===== src/design/qws_pkg.sv =====
package qws_pkg;

	localparam logic [7:0] CH_SQ  = 8'h27;
	localparam logic [7:0] CH_DQ  = 8'h22;
	localparam logic [7:0] CH_BSL = 8'h5C;
	localparam logic [7:0] CH_SP  = 8'h20;
	localparam logic [7:0] CH_TAB = 8'h09;
	localparam logic [7:0] CH_CR  = 8'h0D;

	typedef enum logic [2:0] {
		ST_OK       = 3'd0,
		ST_ESCAPE   = 3'd1,
		ST_DANGLING = 3'd2,
		ST_OPEN_SQ  = 3'd3,
		ST_OPEN_DQ  = 3'd4
	} status_t;

	typedef struct packed {
		logic       char_valid;
		logic [7:0] out_char;
		logic       word_end;
		logic       line_done;
		status_t    status;
	} result_t;

	function automatic logic is_blank(input logic [7:0] c);
		return (c == CH_SP) || ((c >= CH_TAB) && (c <= CH_CR));
	endfunction

endpackage


===== src/design/qws_in_if.sv =====
interface qws_in_if;
	logic       valid;
	logic       ready;
	logic [7:0] in_char;
	logic       line_last;

	modport source (output valid, output in_char, output line_last, input ready);
	modport sink (input valid, input in_char, input line_last, output ready);
endinterface


===== src/design/qws_out_if.sv =====
interface qws_out_if;
	logic       valid;
	logic       ready;
	logic       char_valid;
	logic [7:0] out_char;
	logic       word_end;
	logic       line_done;
	logic [2:0] status;

	modport source (
		output valid, output char_valid, output out_char, output word_end,
		output line_done, output status, input ready
	);
	modport sink (
		input valid, input char_valid, input out_char, input word_end,
		input line_done, input status, output ready
	);
endinterface


===== src/design/qws_lexer.sv =====
module qws_lexer (
	input  logic             clk,
	input  logic             arst_n,
	input  logic             step,
	input  logic [7:0]       in_char,
	input  logic             line_last,
	output qws_pkg::result_t res
);
	import qws_pkg::*;

	typedef enum logic [2:0] {
		M_NONE = 3'd0,
		M_WORD = 3'd1,
		M_BSL  = 3'd2,
		M_SQ   = 3'd3,
		M_DQ   = 3'd4
	} mode_t;

	mode_t   mode_q, mode_d;
	logic    failed_q, failed_d;
	status_t first_error_q, first_error_d;

	always_comb begin
		mode_d        = mode_q;
		failed_d      = failed_q;
		first_error_d = first_error_q;
		res           = '0;

		if (!failed_q) begin
			case (mode_q)
				M_WORD: begin
					if (in_char == CH_SQ) mode_d = M_SQ;
					else if (in_char == CH_DQ) mode_d = M_DQ;
					else if (in_char == CH_BSL) mode_d = M_BSL;
					else if (is_blank(in_char)) begin
						res.word_end = 1'b1;
						mode_d       = M_NONE;
					end else begin
						res.char_valid = 1'b1;
						res.out_char   = in_char;
					end
				end
				M_BSL: begin
					if ((in_char == CH_SP) || (in_char == CH_BSL)) begin
						mode_d         = M_WORD;
						res.char_valid = 1'b1;
						res.out_char   = in_char;
					end else begin
						failed_d      = 1'b1;
						first_error_d = ST_ESCAPE;
					end
				end
				M_SQ: begin
					if (in_char == CH_SQ) mode_d = M_WORD;
					else begin
						res.char_valid = 1'b1;
						res.out_char   = in_char;
					end
				end
				M_DQ: begin
					if (in_char == CH_DQ) mode_d = M_WORD;
					else begin
						res.char_valid = 1'b1;
						res.out_char   = in_char;
					end
				end
				default: begin
					if (in_char == CH_SQ) mode_d = M_SQ;
					else if (in_char == CH_DQ) mode_d = M_DQ;
					else if (in_char == CH_BSL) mode_d = M_BSL;
					else if (!is_blank(in_char)) begin
						mode_d         = M_WORD;
						res.char_valid = 1'b1;
						res.out_char   = in_char;
					end else mode_d = M_NONE;
				end
			endcase
		end

		// close the line: report status, then drop back to reset state
		if (line_last) begin
			res.line_done = 1'b1;
			if (failed_d) begin
				res.status = first_error_d;
			end else begin
				case (mode_d)
					M_WORD:  res.word_end = 1'b1;
					M_BSL:   res.status = ST_DANGLING;
					M_SQ:    res.status = ST_OPEN_SQ;
					M_DQ:    res.status = ST_OPEN_DQ;
					default: res.status = ST_OK;
				endcase
			end
			mode_d        = M_NONE;
			failed_d      = 1'b0;
			first_error_d = ST_OK;
		end
	end

	always_ff @(posedge clk or negedge arst_n) begin
		if (!arst_n) begin
			mode_q        <= M_NONE;
			failed_q      <= 1'b0;
			first_error_q <= ST_OK;
		end else if (step) begin
			mode_q        <= mode_d;
			failed_q      <= failed_d;
			first_error_q <= first_error_d;
		end
	end

`ifndef SYNTH
	a_line_end_clears: assert property (@(posedge clk) disable iff (!arst_n)
		step && line_last |=> (mode_q == M_NONE) && !failed_q && (first_error_q == ST_OK))
		else $error("state not cleared after line end");
	a_failed_code: assert property (@(posedge clk) disable iff (!arst_n)
		failed_q |-> (first_error_q == ST_ESCAPE))
		else $error("failed set without escape code");
	a_hold_on_stall: assert property (@(posedge clk) disable iff (!arst_n)
		!step |=> $stable(mode_q) && $stable(failed_q))
		else $error("state moved without a step");
	a_failed_silent: assert property (@(posedge clk) disable iff (!arst_n)
		failed_q |-> !res.char_valid && !res.word_end)
		else $error("output produced after error");
`endif
endmodule


===== src/design/quoted_word_splitter.sv =====
// Shell-style word splitter for a command line, one byte per request.
// Channel item (sink): in_char and line_last, line_last set on the final
// byte. Channel result (source): one result per byte with char_valid and
// out_char (a character appended to the current word), word_end (word
// complete; with no character since the previous mark it is an empty
// word), line_done on the final byte, and status valid with line_done
// (ok, unknown escape, dangling backslash, open single or double quote).
// After an error the rest of the line gives empty results and the final
// byte reports the code; the consumer discards that line.
// Each accepted byte passes through one input register and one result register;
// the lexer between them works out the result from the byte and the word mode.
// Throughput: one byte per cycle while the receiver takes results; the lexer steps on each byte.
// Reset clears the word mode, the error flag and both pipeline stages.
// When the receiver stalls, the result register holds, the input register
// holds one more byte, and then item.ready drops until result.ready returns.
module quoted_word_splitter (
	input  logic      clk,
	input  logic      arst_n,
	qws_in_if.sink    item,
	qws_out_if.source result
);
	import qws_pkg::*;

	logic       valid_s1;
	logic [7:0] char_s1;
	logic       last_s1;
	logic       valid_s2;
	result_t    res_s2;
	result_t    res_next;
	logic       advance;
	logic       step;

	assign advance    = !valid_s2 || result.ready;
	assign item.ready = !valid_s1 || advance;
	assign step       = valid_s1 && advance;

	always_ff @(posedge clk or negedge arst_n) begin
		if (!arst_n) begin
			valid_s1 <= 1'b0;
			valid_s2 <= 1'b0;
		end else begin
			if (item.ready) valid_s1 <= item.valid;
			if (advance) valid_s2 <= valid_s1;
		end
	end

	always_ff @(posedge clk) begin
		if (item.valid && item.ready) begin
			char_s1 <= item.in_char;
			last_s1 <= item.line_last;
		end
		if (step) res_s2 <= res_next;
	end

	qws_lexer u_lexer (
		.clk       (clk),
		.arst_n    (arst_n),
		.step      (step),
		.in_char   (char_s1),
		.line_last (last_s1),
		.res       (res_next)
	);

	assign result.valid      = valid_s2;
	assign result.char_valid = res_s2.char_valid;
	assign result.out_char   = res_s2.out_char;
	assign result.word_end   = res_s2.word_end;
	assign result.line_done  = res_s2.line_done;
	assign result.status     = res_s2.status;
endmodule


===== src/flat_wrapper.sv =====
// flat-port wrapper written by rule: the top's interface ports become plain ports
module quoted_word_splitter_flat import qws_pkg::*;
  (clk, arst_n, item_valid, item_in_char, item_line_last, item_ready, result_valid, result_char_valid, result_out_char, result_word_end, result_line_done, result_status, result_ready);
  qws_in_if item_i ();
  qws_out_if result_i ();
  input  logic clk;
  input  logic arst_n;
  input wire logic [$bits(item_i.valid)-1:0] item_valid;
  input wire logic [$bits(item_i.in_char)-1:0] item_in_char;
  input wire logic [$bits(item_i.line_last)-1:0] item_line_last;
  output wire logic [$bits(item_i.ready)-1:0] item_ready;
  output wire logic [$bits(result_i.valid)-1:0] result_valid;
  output wire logic [$bits(result_i.char_valid)-1:0] result_char_valid;
  output wire logic [$bits(result_i.out_char)-1:0] result_out_char;
  output wire logic [$bits(result_i.word_end)-1:0] result_word_end;
  output wire logic [$bits(result_i.line_done)-1:0] result_line_done;
  output wire logic [$bits(result_i.status)-1:0] result_status;
  input wire logic [$bits(result_i.ready)-1:0] result_ready;
  assign item_i.valid = item_valid;
  assign item_i.in_char = item_in_char;
  assign item_i.line_last = item_line_last;
  assign item_ready = item_i.ready;
  assign result_valid = result_i.valid;
  assign result_char_valid = result_i.char_valid;
  assign result_out_char = result_i.out_char;
  assign result_word_end = result_i.word_end;
  assign result_line_done = result_i.line_done;
  assign result_status = result_i.status;
  assign result_i.ready = result_ready;
  quoted_word_splitter u_core (.clk(clk), .arst_n(arst_n), .item(item_i), .result(result_i));
endmodule

===== config.mk =====
export PLATFORM = sky130hd
export DESIGN_NAME = quoted_word_splitter_flat
export DESIGN_NICKNAME = d
export VERILOG_FILES = /design/src/design/qws_pkg.sv /design/src/design/qws_in_if.sv /design/src/design/qws_out_if.sv /design/src/design/qws_lexer.sv /design/src/design/quoted_word_splitter.sv /design/src/flat_wrapper.sv
export SDC_FILE = /design/constraint.sdc
export NUM_CORES = 1
export LEC_CHECK = 0
export BUFFER_PORTS_ARGS = -buffer_cell sky130_fd_sc_hd__buf_2
export CORE_MARGIN = 2
export CORE_UTILIZATION = 35
export CTS_CLUSTER_DIAMETER = 50
export CTS_CLUSTER_SIZE = 16
export DETAILED_ROUTE_END_ITERATION = 16
export PLACE_DENSITY_LB_ADDON = 0.12
export SLEW_MARGIN = 20
export SYNTH_ARGS = -nofsm -noshare
export SYNTH_HDL_FRONTEND = slang
export SYNTH_SLANG_ARGS = --single-unit

===== constraint.sdc =====
create_clock -name clk -period 5.1 [get_ports clk]
set_input_delay 0.51 -clock clk [delete_from_list [all_inputs] [get_ports clk]]
set_output_delay 0.51 -clock clk [all_outputs]
set_load 0.05 [all_outputs]

**After elaboration in Yosys (flattened, before gate mapping)**

Index checks and enable logic that the tools add are counted.

- Word-level logic and storage cells: 76
- ROM bits: 0
- Output and inout bits: 16
- Input bits: 13
- Bits in latches: 0
- Register bits: 32
- Bits in writable memories: 0
- Memories kept: 0

- Div/mod/pow operators: 0
- Eq/ne operators: 12
- Reduce and logical (&&, ||, !) cells: 9
- Mux-type cells: 41
- Add/sub/neg operators: 0
- Bitwise operators: 0
- Shift operators: 0
- Multipliers: 0
- Magnitude comparators: 2

Operator list:

| cell | number |
|---|---|
| $mux W9 | 7 |
| $mux W3 | 16 |
| $pmux W9 S4 | 1 |
| $mux W10 | 3 |
| $eq A8 B6 Y1 const B | 3 |
| $eq A3 B2 Y1 const B | 4 |
| $pmux W3 S4 | 1 |
| $mux W1 | 10 |
| $pmux W3 S3 | 1 |
| $eq A8 B7 Y1 const B | 1 |
| $ge A8 B4 Y1 const B | 1 |
| $le A8 B4 Y1 const B | 1 |
| $eq A3 B1 Y1 const B | 2 |
| $eq A3 B3 Y1 const B | 2 |
| $mux W5 | 1 |
| $logic_or A1 B1 Y1 | 4 |
| $logic_and A1 B1 Y1 | 3 |
| $logic_not A1 Y1 | 2 |
| $mux W2 | 1 |

**Logic depth before layout (Yosys ltp)**

Gate-level depths: netlist of run 1.

- Depth in word-level cells: 13
- Depth in mapped cells: 7
- Depth with buffers taken out: 6

**Modules after synthesis**

A second synthesis of run 1 with hierarchy kept.

- Cell total of the unflattened synthesis: 154
- Area total of the unflattened synthesis: 1659.1 um^2

By module, submodules not included:

| module | cells an instance | area an instance (um^2) | sequential area each (um^2) | instances |
|---|---|---|---|---|
| qws_lexer | 123 | 864.6 | 175.2 | 1 |
| quoted_word_splitter | 31 | 794.5 | 740.7 | 1 |

**Worst setup path after synthesis of run 1**

Ideal clock, no wire load.

- Path type: flip-flop to flip-flop
- Start: reg u_core.char_s1[6]
- End: reg u_core.res_s2 (netlist bit u_core.result.out_char[1]) (data pin)
- Stages on the path, launching flop included: 7
- Required time: 4.845 ns
- Library setup time: 0.255 ns
- Clock period less this slack: 1.986 ns
- Setup slack: 3.114 ns
- Path buffers: 0
- Arrival: 1.731 ns
- Cell sequence: edfxtp_1 > or3_1 > nor4_2 > or3_4 > nor2_1 > a221o_1 > and2_1

- Longest elaborated chain between the ends: 8
- Elaborated cells between the ends (all ways): 20
- Those cells by class: order compare (2); eq/ne (4); mux (11); reduce/logical (3)

Ends and longest elaborated chain:

| element | line | RTL |
|---|---|---|
| from (decl) | quoted_word_splitter.sv:25 | `logic [7:0] char_s1;` |
| from (signal assigned) | quoted_word_splitter.sv:49 | `char_s1 <= item.in_char;` |
| $ge A8 B4 Y1 or $le A8 B4 Y1 (tied branches) | qws_pkg.sv:27 | `return (c == CH_SP) \|\| ((c >= CH_TAB) && (c <= CH_CR));` |
| $logic_and A1 B1 Y1 | qws_pkg.sv:27 |  |
| $logic_or A1 B1 Y1 | qws_pkg.sv:27 |  |
| $mux W9 | qws_lexer.sv:35, qws_lexer.sv:71 |  |
| $mux W9 or $mux W10 (tied branches) | qws_lexer.sv:70, qws_lexer.sv:34 |  |
| $mux W9 or $mux W10 (tied branches) | qws_lexer.sv:69, qws_lexer.sv:33 |  |
| $mux W9 or $mux W10 (tied branches) | qws_lexer.sv:68, qws_lexer.sv:32 |  |
| $pmux W9 S4 (*) | qws_lexer.sv:30 | `case (mode_q)` |
| to (signal assigned) | quoted_word_splitter.sv:52 | `if (step) res_s2 <= res_next;` |
| to (decl) | quoted_word_splitter.sv:28 | `result_t res_s2;` |

Every way passes the cells marked *; elsewhere a longest branch is shown, timed or not.
A chain may end at the register's enable or synchronous reset.

**Final worst setup path of run 1**

- Start: reg u_core.char_s1[6]
- End: reg u_core.res_s2 (netlist bit u_core.result.out_char[5]) (data pin)

The elaborated chain is that of the path after synthesis.

==> results.md, run 1 <==
Clocking:
- The number of buffers inserted to repair setup after CTS is 0.
- The clock buffer count from CTS is 5.
- After clock tree synthesis, the clock-pin slew on the worst setup and hold paths is 0.07 ns.
- The root buffer cell chosen for the clock tree is clkbuf_8.
- Once the clock tree was built, the resizer swapped 0 gates to a different size.
- The H-tree was split into 2 levels.
- TritonCTS built the clock tree.
- In this run the deepest clock path goes through 2 buffers.
- Clock latency on the worst-skew pair, taken at its later pin, is 0.29 ns.
- The hold-fix buffer count after cts is 0.
- For this design, the sink count on the clock tree is 32.

Job:
- Max-cap violations in this run came to 0.

Timing:
- The final max-slew violation count came to 0.
- Measured against its own limit, the worst slew margin works out to 51.32%.
- The final-layout setup total negative slack is 0 ns.
- For the pin with the worst max-slew slack, the measured transition is 0.7294 ns.
- The ratio of final minimum period to clock period is 43.57%.
- Setup slack on the critical path of the routed design comes to 2.878 ns.
- The clock period minus worst slack is 2.222 ns.
- For this run, the top clock speed supported by timing is 450.0 MHz.
- The number of hold violations in the final report is 0.
- For the final database, setup skew stands at 0.007426 ns.
- The setup violation total in the final timing report is 0.
- Setup repair after global routing left no endpoint under its margin.

Synthesis:
- The fraction of registers with async set or reset after synthesis is 28.13%.
- Synthesis inferred 32 register bits.
- The fraction of synthesized cell area taken by the top area cell type is 43.29%.
- The number of enable flip-flop cells after synthesis is 23.
- The portion of the post-synthesis area used by sequential elements is 57.41%.
- The synthesized area is 1595 sq um.
- Synthesis instantiated 45 different standard cells from the library.
- The post-synthesis cell count is 138.
- In the post-synthesis netlist, the biggest area contributors are edfxtp_1 43%, dfrtp_1 14%, and2_1 3.9%.
- The dominant register cell in the synthesized netlist is edfxtp_1.
- Synthesis produced a netlist with a net count of 151.
- For this run, the number of Yosys warnings is 0.
- Dividing the synthesized area by the synthesized cell count gives 11.56 sq um.
- The largest total area in the synthesized netlist belongs to edfxtp_1.

Detailed routing:
- In this run, the number of DRC markers left after iteration 0 of detailed routing was 52.
- The post-detailed-route wirelength per cell is 14.87 microns.
- In this run the remaining antenna-violating nets after routing total 0.
- The mean number of vias per cell is 5.385.
- The routed layout has 1190 vias.
- Summed over all layers, the routed wires come to 3287 microns.
- The first detailed-routing pass ran for 4 iterations.
- The detailed-route DRC error count is 0.

Power and ir drop:
- The share of total power consumed by net switching is 38.71%.
- For this design the ratio of total power to cell area is 470.4 nW/um^2.
- The clock network accounts for 21.2% of the total power.
- Total power for the finished layout comes to 0.8764 mW.
- In this run, the combinational gates consume 34.2% of the power.
- The net load switching power is 0.3392 mW.
- Across the VDD grid, the largest voltage drop is 0.1696 mV.
- The internal portion of the total power is 0.5372 mW.
- The static leakage power is 0.7581 nW.
- Registers are responsible for 44.6% of the overall power.

GRT:
- The leftover overflow at the end of global routing is 0.
- Entering global routing, the biggest net connects 21 pins.
- The via count of the first global-routing pass is 1192.
- In the global route stage, overall resource usage came out at 14.52%.
- The initial antenna violation count is 0.
- The first-pass GRT wire length is 5727 microns.

Floorplanning:
- 29 I/O pins were placed.
- Measured along the y axis, the die boundary spans 71.51 microns.
- The placeable core area is 4384 sq um.
- The die is 71.51 microns wide.
- The die outline area is 5114 sq um.
- The starting density of the core is 36.39%.
- Row generation in the floorplan step produced 24 rows.

Critical path:
- The register-to-register path setup slack is 2.88 ns.
- Grouping stages by cell kind, the critical path spends the most delay in simple AND/OR/NAND/NOR gates.
- The total buffers and inverters traversed by the critical path is 0.
- At the worst endpoint, the arrival time is 2.26 ns.
- The top fanout value on the critical path is 5.
- The reg-to-reg startpoint is u_core.char_s1[6].
- The startpoint class of the critical path is a register.
- At the worst endpoint, the required time is 5.14 ns.
- The maximum single-stage delay on the critical path is 0.46 ns.
- Tracing the worst setup path back leads to its startpoint at u_core.char_s1[6].
- The worst setup path is captured at a register.
- The reg-to-reg endpoint is u_core.result.out_char[5].
- The signal on the critical path passes through or3_1 -> nor4_2 -> or3_4 -> nor2_1 -> a221o_1 -> and2_1.
- The slowest stage cell on the critical path is edfxtp_1.
- The number of cells on the worst reg-to-reg path is 6.
- By startpoint and endpoint, the worst setup path is classified as register to register.

Finish:
- The number of antenna cells inserted is 0.
- After the last flow step, the layout net total stands at 181.
- Measured on the finished design, the core utilization comes to 42.49%.
- Compared with the post-synthesis result, the final layout area differs by 16.78%.
- The ratio of cells with drive above 1 in the final layout is 26.63%.

Outcome:
- The run finished with clean final reports.

Hold path:
- In this run the worst hold path is classified as input pin to async pin.

Place:
- At the end of routability-driven placement, the weighted congestion stood at 0.8653.
- The quantity of I/O buffers inserted on ports is 28.
- The HPWL after detailed placement is 2391 microns.
- Prior to clock tree synthesis, the placed netlist has a worst setup slack of 2.894 ns.
-- worst max path at each step --
stage	slack (ns)	depth (start not counted)	endpoint
finish	2.88	6	u_core.result.out_char[5]
global route	2.77	6	u_core.result.out_char[3]
CTS	2.88	6	u_core.result.out_char[5]
detailed placement	2.89	6	u_core.result.out_char[5]
global placement	2.90	6	u_core.result.out_char[1]
floorplan	3.11	6	u_core.result.out_char[1]
-- power groups by stage --
| stage | Clock (mW) | Combinational, mW | Sequential [mW] |
|---|---|---|---|
| global route | 0.202 | 0.332 | 0.400 |
| finish | 0.185 | 0.300 | 0.391 |
| floorplan | 0 | 0.188 | 0.438 |
| detailed placement | 0 | 0.302 | 0.395 |
| CTS | 0.194 | 0.302 | 0.390 |
| global placement | 0 | 0.301 | 0.395 |
-- metal layers --
layer  wire length (microns)  share of wire, %  vias up  GRT usage, %
met5                       0                 0        -             0
met4                      95               2.9        0         7.757
met3                     241               7.3       11         4.923
met2                    1467                45       50         21.50
met1                    1482                45      550         18.77
li1                        -                 -      579             -
-- flip-flops by register name, indices dropped and copies added, names as in the netlist --
signal / count
u_core.result.char_valid: 1
u_core.valid_s1: 1
u_core.last_s1: 1
u_core.u_lexer.mode_q: 3
u_core.u_lexer.first_error_q: 3
u_core.char_s1: 8
u_core.result.status: 3
u_core.result.out_char: 8
u_core.u_lexer.failed_q: 1
u_core.result.line_done: 1
u_core.result.valid: 1
u_core.result.word_end: 1
-- cells in the final DEF, fill, tap and decap left out, types with 2 or more instances in the layout --
cell type / Yosys / final
a21oi_1: 9 / 9
a22o_1: 2 / 2
and2_1: 10 / 10
and3_1: 4 / 4
buf_2: 0 / 28
clkbuf_1: 4 / 2
clkbuf_8: 0 / 5
dfrtp_1: 9 / 9
edfxtp_1: 23 / 23
inv_1: 3 / 3
nand2_1: 9 / 9
nand2b_1: 5 / 5
nand3b_1: 3 / 3
nor2_1: 8 / 8
nor2b_1: 5 / 5
nor3_1: 3 / 3
nor4_1: 2 / 2
nor4_2: 2 / 2
o21a_1: 2 / 2
o21ai_0: 4 / 4
o22a_1: 2 / 2
o31ai_1: 2 / 2
or3_1: 2 / 2
or4_4: 2 / 2
-- cell usage after synthesis (2+ instances only) --
cell type,n
edfxtp_1,23
and2_1,10
a21oi_1,9
dfrtp_1,9
nand2_1,9
nor2_1,8
nand2b_1,5
nor2b_1,5
and3_1,4
clkbuf_1,4
o21ai_0,4
inv_1,3
nand3b_1,3
nor3_1,3
a22o_1,2
nor4_1,2
nor4_2,2
o21a_1,2
o22a_1,2
o31ai_1,2
or3_1,2
or4_4,2
-- per-stage QoR --
stage               instance area, sq um  hold slack [ns]  cells
finish                              1863          0.06544    221
global route                        1863          0.07256    221
CTS                                 1863          0.06218    221
detailed placement                  1782           0.3743    213
global placement                    1782           0.3696    213
floorplan                           1595           0.2144    138
-- cell families (layout without fill, tap and decap cells) --
group	after synthesis	in the layout	share of synthesized area, %
and+or+nand+nor	65	65	26.04
AOI/OAI and AO/OA	33	33	14.67
DFF	32	32	57.41
buffers and inverters	8	39	1.882
-- final cells by class --
class / count / area (sq um)
multi-input cells: 98 / 649.4
flip-flops and latches: 32 / 915.9
clock buffers: 7 / 76.32
inverters: 3 / 11.26
repair buffers: 28 / 140.1
clock inverters: 1 / 5.005
well taps: 52 / 65.06
fillers: 431 / 2521
-- worst reg2reg max path, stage by stage (launching register included) --
cell      delay (ns)
edfxtp_1        0.46
or3_1           0.45
nor4_2          0.29
or3_4           0.23
nor2_1          0.05
a221o_1         0.34
and2_1          0.17
No activity file was read; power rests on OpenSTA's default activity.
==> run 2: changes to the inputs <==
- ABC_AREA: unset -> 1
- clock period: 5.1 -> 1.9 ns (I/O delays scaled with it)
==> run 2 against run 1 <==
  * Clock-buffer cell count rose by 1
  * Flip-flop and latch count did not move
  * First-iteration DRC count up 54%
  * Fmax increased by 30%
==> results.md, run 2 <==
Critical path:
- The top fanout value on the critical path is 4 (-1).
- The required time at the worst-slack endpoint is 1.94 ns (-3.20 ns).
- The worst setup path is launched from a register.
- The slowest stage cell on the critical path is edfxtp_1.
- The worst register-to-register path begins at u_core.char_s1[3].
- The worst reg2reg path depth is 10 (+4).
- In this run the critical register-to-register path is captured at u_core.result.status[0].
- The register-to-register path setup slack is 0.19 ns (-2.69 ns).
- The data arrival at the endpoint of the critical path is 1.75 ns (-0.51 ns).
- The cell repeated most along the worst path is nor2_1.
- The maximum single-stage delay on the critical path is 0.44 ns (-0.02 ns).
- The critical path start-end classification is register to register.
- The nature of the critical path endpoint is a register.
- Walking the worst path, the cells encountered are inv_1 -> nand2_2 -> nor2_1 -> nand2_2 -> nand3_2 -> inv_2 -> a21oi_1 -> nor2_1 -> nor2_1 -> nor2_1.

Floorplanning:
- The number of placement rows is 24 (unchanged).
- The number of I/O pins is 29 (unchanged).
- The vertical die dimension is 71.46 microns (about the same).
- The placeable core area is 4384 sq um (unchanged).
- The die outline area is 5107 sq um (-0.14%).
- The starting density of the core is 36.33% (-0.057 points).
- The horizontal die dimension is 71.46 microns (about the same).

GRT:
- The overall routing resource usage came to 13.41% (-1.1 points).
- The first-pass GRT wire length is 5278 microns (-7.8%).
- The maximum number of pins on one net before global-route repair is 15 (-29%).
- The via count of the first global-routing pass is 1175 (-1.4%).
- The leftover overflow at the end of global routing is 0 (unchanged).
- The initial antenna violation count is 0 (unchanged).

Synthesis:
- The synthesized area divided by synthesized cell count is 9.102 sq um (-21%).
- Among all flip-flop cells after synthesis, the most frequent one is edfxtp_1.
- The post-synth net total is 188 (+25%).
- The multiplexer fraction of the synthesized cell area is 0% (unchanged).
- By area, the combinational part of the netlist is dominated by simple AND/OR/NAND/NOR gates.
- The number of enable flip-flop cells after synthesis is 23 (unchanged).
- The area share of xor/xnor cells in the synthesized design was 0% (unchanged).
- In the post-synthesis netlist, the biggest area contributors are edfxtp_1 43%, dfrtp_1 14%, nand2_1 9.2%.
- Sorting the synthesized cells by how often they occur yields 39 x nand2_1, 23 x edfxtp_1, 20 x nor2_1.
- The number of distinct library cell variants in the gate-level netlist after synthesis is 22 (-51%).
- The fraction of registers with async set or reset after synthesis is 28.13% (unchanged).
- The fraction of synthesized cell area taken by the top area cell type is 43.36% (+0.068 points).
- The simple-gate share of the synthesized area came to 30.24% (+4.2 points).
- The fraction of the mapped netlist area in adder cells is 0% (unchanged).
- The number of synthesis warnings is 0 (unchanged).
- The portion of the post-synthesis area used by sequential elements is 57.50% (+0.090 points).
- Summed over all instances, the cell type with the most area after synthesis is edfxtp_1.
- The synthesized area came to 1593 sq um (-0.16%).
- The post-synthesis cell count is 175 (+27%).
- The register bit total from synthesis is 32 (unchanged).
- The area fraction in compound gates after synthesis was 5.656% (-9.0 points).
- In the post-synthesis netlist, the cell with the most instances is nand2_1.

Finish:
- The ratio of cells with drive above 1 in the final layout is 32.24% (+5.6 points).
- The final instance area is 1907 sq um (+2.4%).
- The number of nets in the finished design came to 226 (+25%).
- In the layout the commonest cells are 39 x nand2_1, 28 x buf_2, 23 x edfxtp_1, 20 x nor2_1, 14 x inv_1.
- Relative to the synthesized area, the layout overhead comes to 19.72%.
- The count of placed standard cells in the final layout, fillers left out was 266 (+20%).
- The library cell used most frequently in the layout, excluding fill and tap cells, is nand2_1.
- The final core utilization is 43.49% (+1.0 points).
- The number of antenna cells inserted is 0 (unchanged).

Timing:
- The setup slack of the critical path after layout is 0.1906 ns (-2.687 ns).
- The maximum clock skew at final layout is 0.001120 ns (-0.006306 ns).
- The final max-slew violation count is 0 (unchanged).
- Setup repair after global routing left no endpoint under its margin.
- The ratio of final minimum period to clock period came to 89.97% (+46 points).
- The clock period minus worst slack was 1.709 ns (-0.5129 ns).
- The fmax was 585.0 MHz (+30%).
- The number of hold violations in the final report came to 0 (unchanged).
- The final-layout setup total negative slack came to 0 ns (unchanged).
- The final hold slack was 0.08131 ns (+0.01587 ns).
- The actual slew at the worst max-slew pin is 0.3392 ns (-0.3902 ns).
- The relative slew slack is 77.21% (+26 points).
- The setup violation total in the final timing report is 0 (unchanged).

Detailed routing:
- The post-route antenna net violation count came to 0 (unchanged).
- The routed wire length is 3087 microns (-6.1%).
- The number of DRC markers after the initial detailed-route iteration came to 80 (+54%).
- The length of routed wiring on met1 was 1399 microns (-5.6%).
- The wire length on met2 is 1410 microns (-3.9%).
- The detailed-route DRC error count is 0 (unchanged).
- The routed length on met3 is 223 microns (-7.5%).
- The post-detailed-route wirelength per cell was 11.61 microns (-22%).
- The total via count after detailed routing is 1258 (+5.7%).
- The first-pass iteration count of the detailed router is 4 (unchanged).
- In this run the top signal layer used is met4.
- The mean number of vias per cell is 4.729 (-12%).

Clocking:
- The clock latency on the worst-skew pair came to 0.28 ns (about the same).
- The clock-pin slew of the registers on the worst-case setup and hold paths is 0.06 ns (about the same).
- The CTS sink count is 32 (unchanged).
- The clock buffer count from CTS is 5 (unchanged).
- The CTS H-tree depth is 2 (unchanged).
- The number of buffers inserted to repair setup after CTS came to 0 (unchanged).
- The number of instances resized during post-cts repair was 0 (unchanged).
- The CTS tree is built.
- The maximum buffer depth of the clock tree is 2 (unchanged).
- The clock tree root buffer cell is clkbuf_8.
- The hold-fix buffer count after cts is 1 (+1).

Place:
- The placed wire-length estimate after detailed placement was 2468 microns (+3.2%).
- The cell area after placement is 1817 sq um (+2.0%).
- The number of placed instances with taps included is 257 (+21%).
- The final weighted congestion in routability-driven placement is 0.8545 (-1.2%).
- The pre-CTS worst setup slack is 0.2012 ns (-2.693 ns).
- The quantity of I/O buffers inserted on ports came to 28 (unchanged).

Hold path:
- The class of the most critical hold timing path is input pin to register.
- For hold timing, the worst endpoint is u_core.char_s1[1].
- The worst hold path begins at item_in_char[1].
- The cell depth of the worst min-delay path is 1.

Power and ir drop:
- The power per cell area came to 919.2 nW/um^2 (+95%).
- The worst voltage drop across the vdd grid came to 0.3948 mV (+130%).
- The total power is 1.753 mW (+100%).
- The static leakage power is 0.8886 nW (+17%).

Outcome:
- The flow ran to the end, and the final reports show no timing, DRC or antenna violations.

Job:
- The number of max-cap violations is 0 (unchanged).
[run 2: cell count changes after synthesis, sizes merged, moves of 4 or more]
cell | before | now
nand2 | 9 | 50
inv | 3 | 25
nor2 | 8 | 27
nand3 | 2 | 13
and2 | 10 | 0
nand2b | 5 | 0
nor2b | 5 | 0
and3 | 4 | 0
nor4 | 4 | 0
[run 2: worst max-delay path by stage]
stage                                   start  cells past startpoint                 endpoint
after floorplan           u_core.result.valid                      3        u_core.char_s1[0]
after global placement      u_core.char_s1[3]                     10  u_core.result.status[0]
after detailed placement    u_core.char_s1[3]                     10  u_core.result.status[0]
after CTS                   u_core.char_s1[3]                     10  u_core.result.status[0]
after global routing        u_core.char_s1[3]                     10  u_core.result.status[0]
final                       u_core.char_s1[3]                     10  u_core.result.status[0]
[run 2: area by class of cell]
| cell class | instances | area, sq um |
|---|---|---|
| Clock buffer | 8 | 80.08 |
| Fill cell | 430 | 2477 |
| Inverter | 27 | 101.3 |
| Multi-Input combinational cell | 115 | 571.8 |
| Sequential cell | 32 | 915.9 |
| Tap cell | 52 | 65.06 |
| Timing Repair Buffer | 32 | 172.7 |
[run 2: logic make-up (layout without fill, tap and decap cells)]
kind of cell           Yosys count  count (layout)
AO/OA/AOI/OAI                   16              16
buffers and inverters           28              67
flip-flops                      32              32
AND/OR/NAND/NOR                 99              99
[run 2: power by group]
group	internal [mW]	switching [mW]	leakage, nW	total [mW]
registers	0.838	0.0316	0.340	0.870
logic	0.0900	0.307	0.509	0.397
clock network	0.260	0.226	0.0395	0.486
[run 2: per-layer routing]
layer | vias up | global-route usage (%)
li1 | 643 | -
met5 | - | 0
met2 | 37 | 20.47
met1 | 571 | 17.48
met4 | 0 | 5.660
met3 | 7 | 4.501
[run 2: critical path: cells and delay by family, from the launching register on]
| kind | cells | cell delay (ns) |
|---|---|---|
| flops | 1 | 0.44 |
| simple gates | 7 | 0.61 |
| buf+inv | 2 | 0.22 |
| compound gates | 1 | 0.18 |
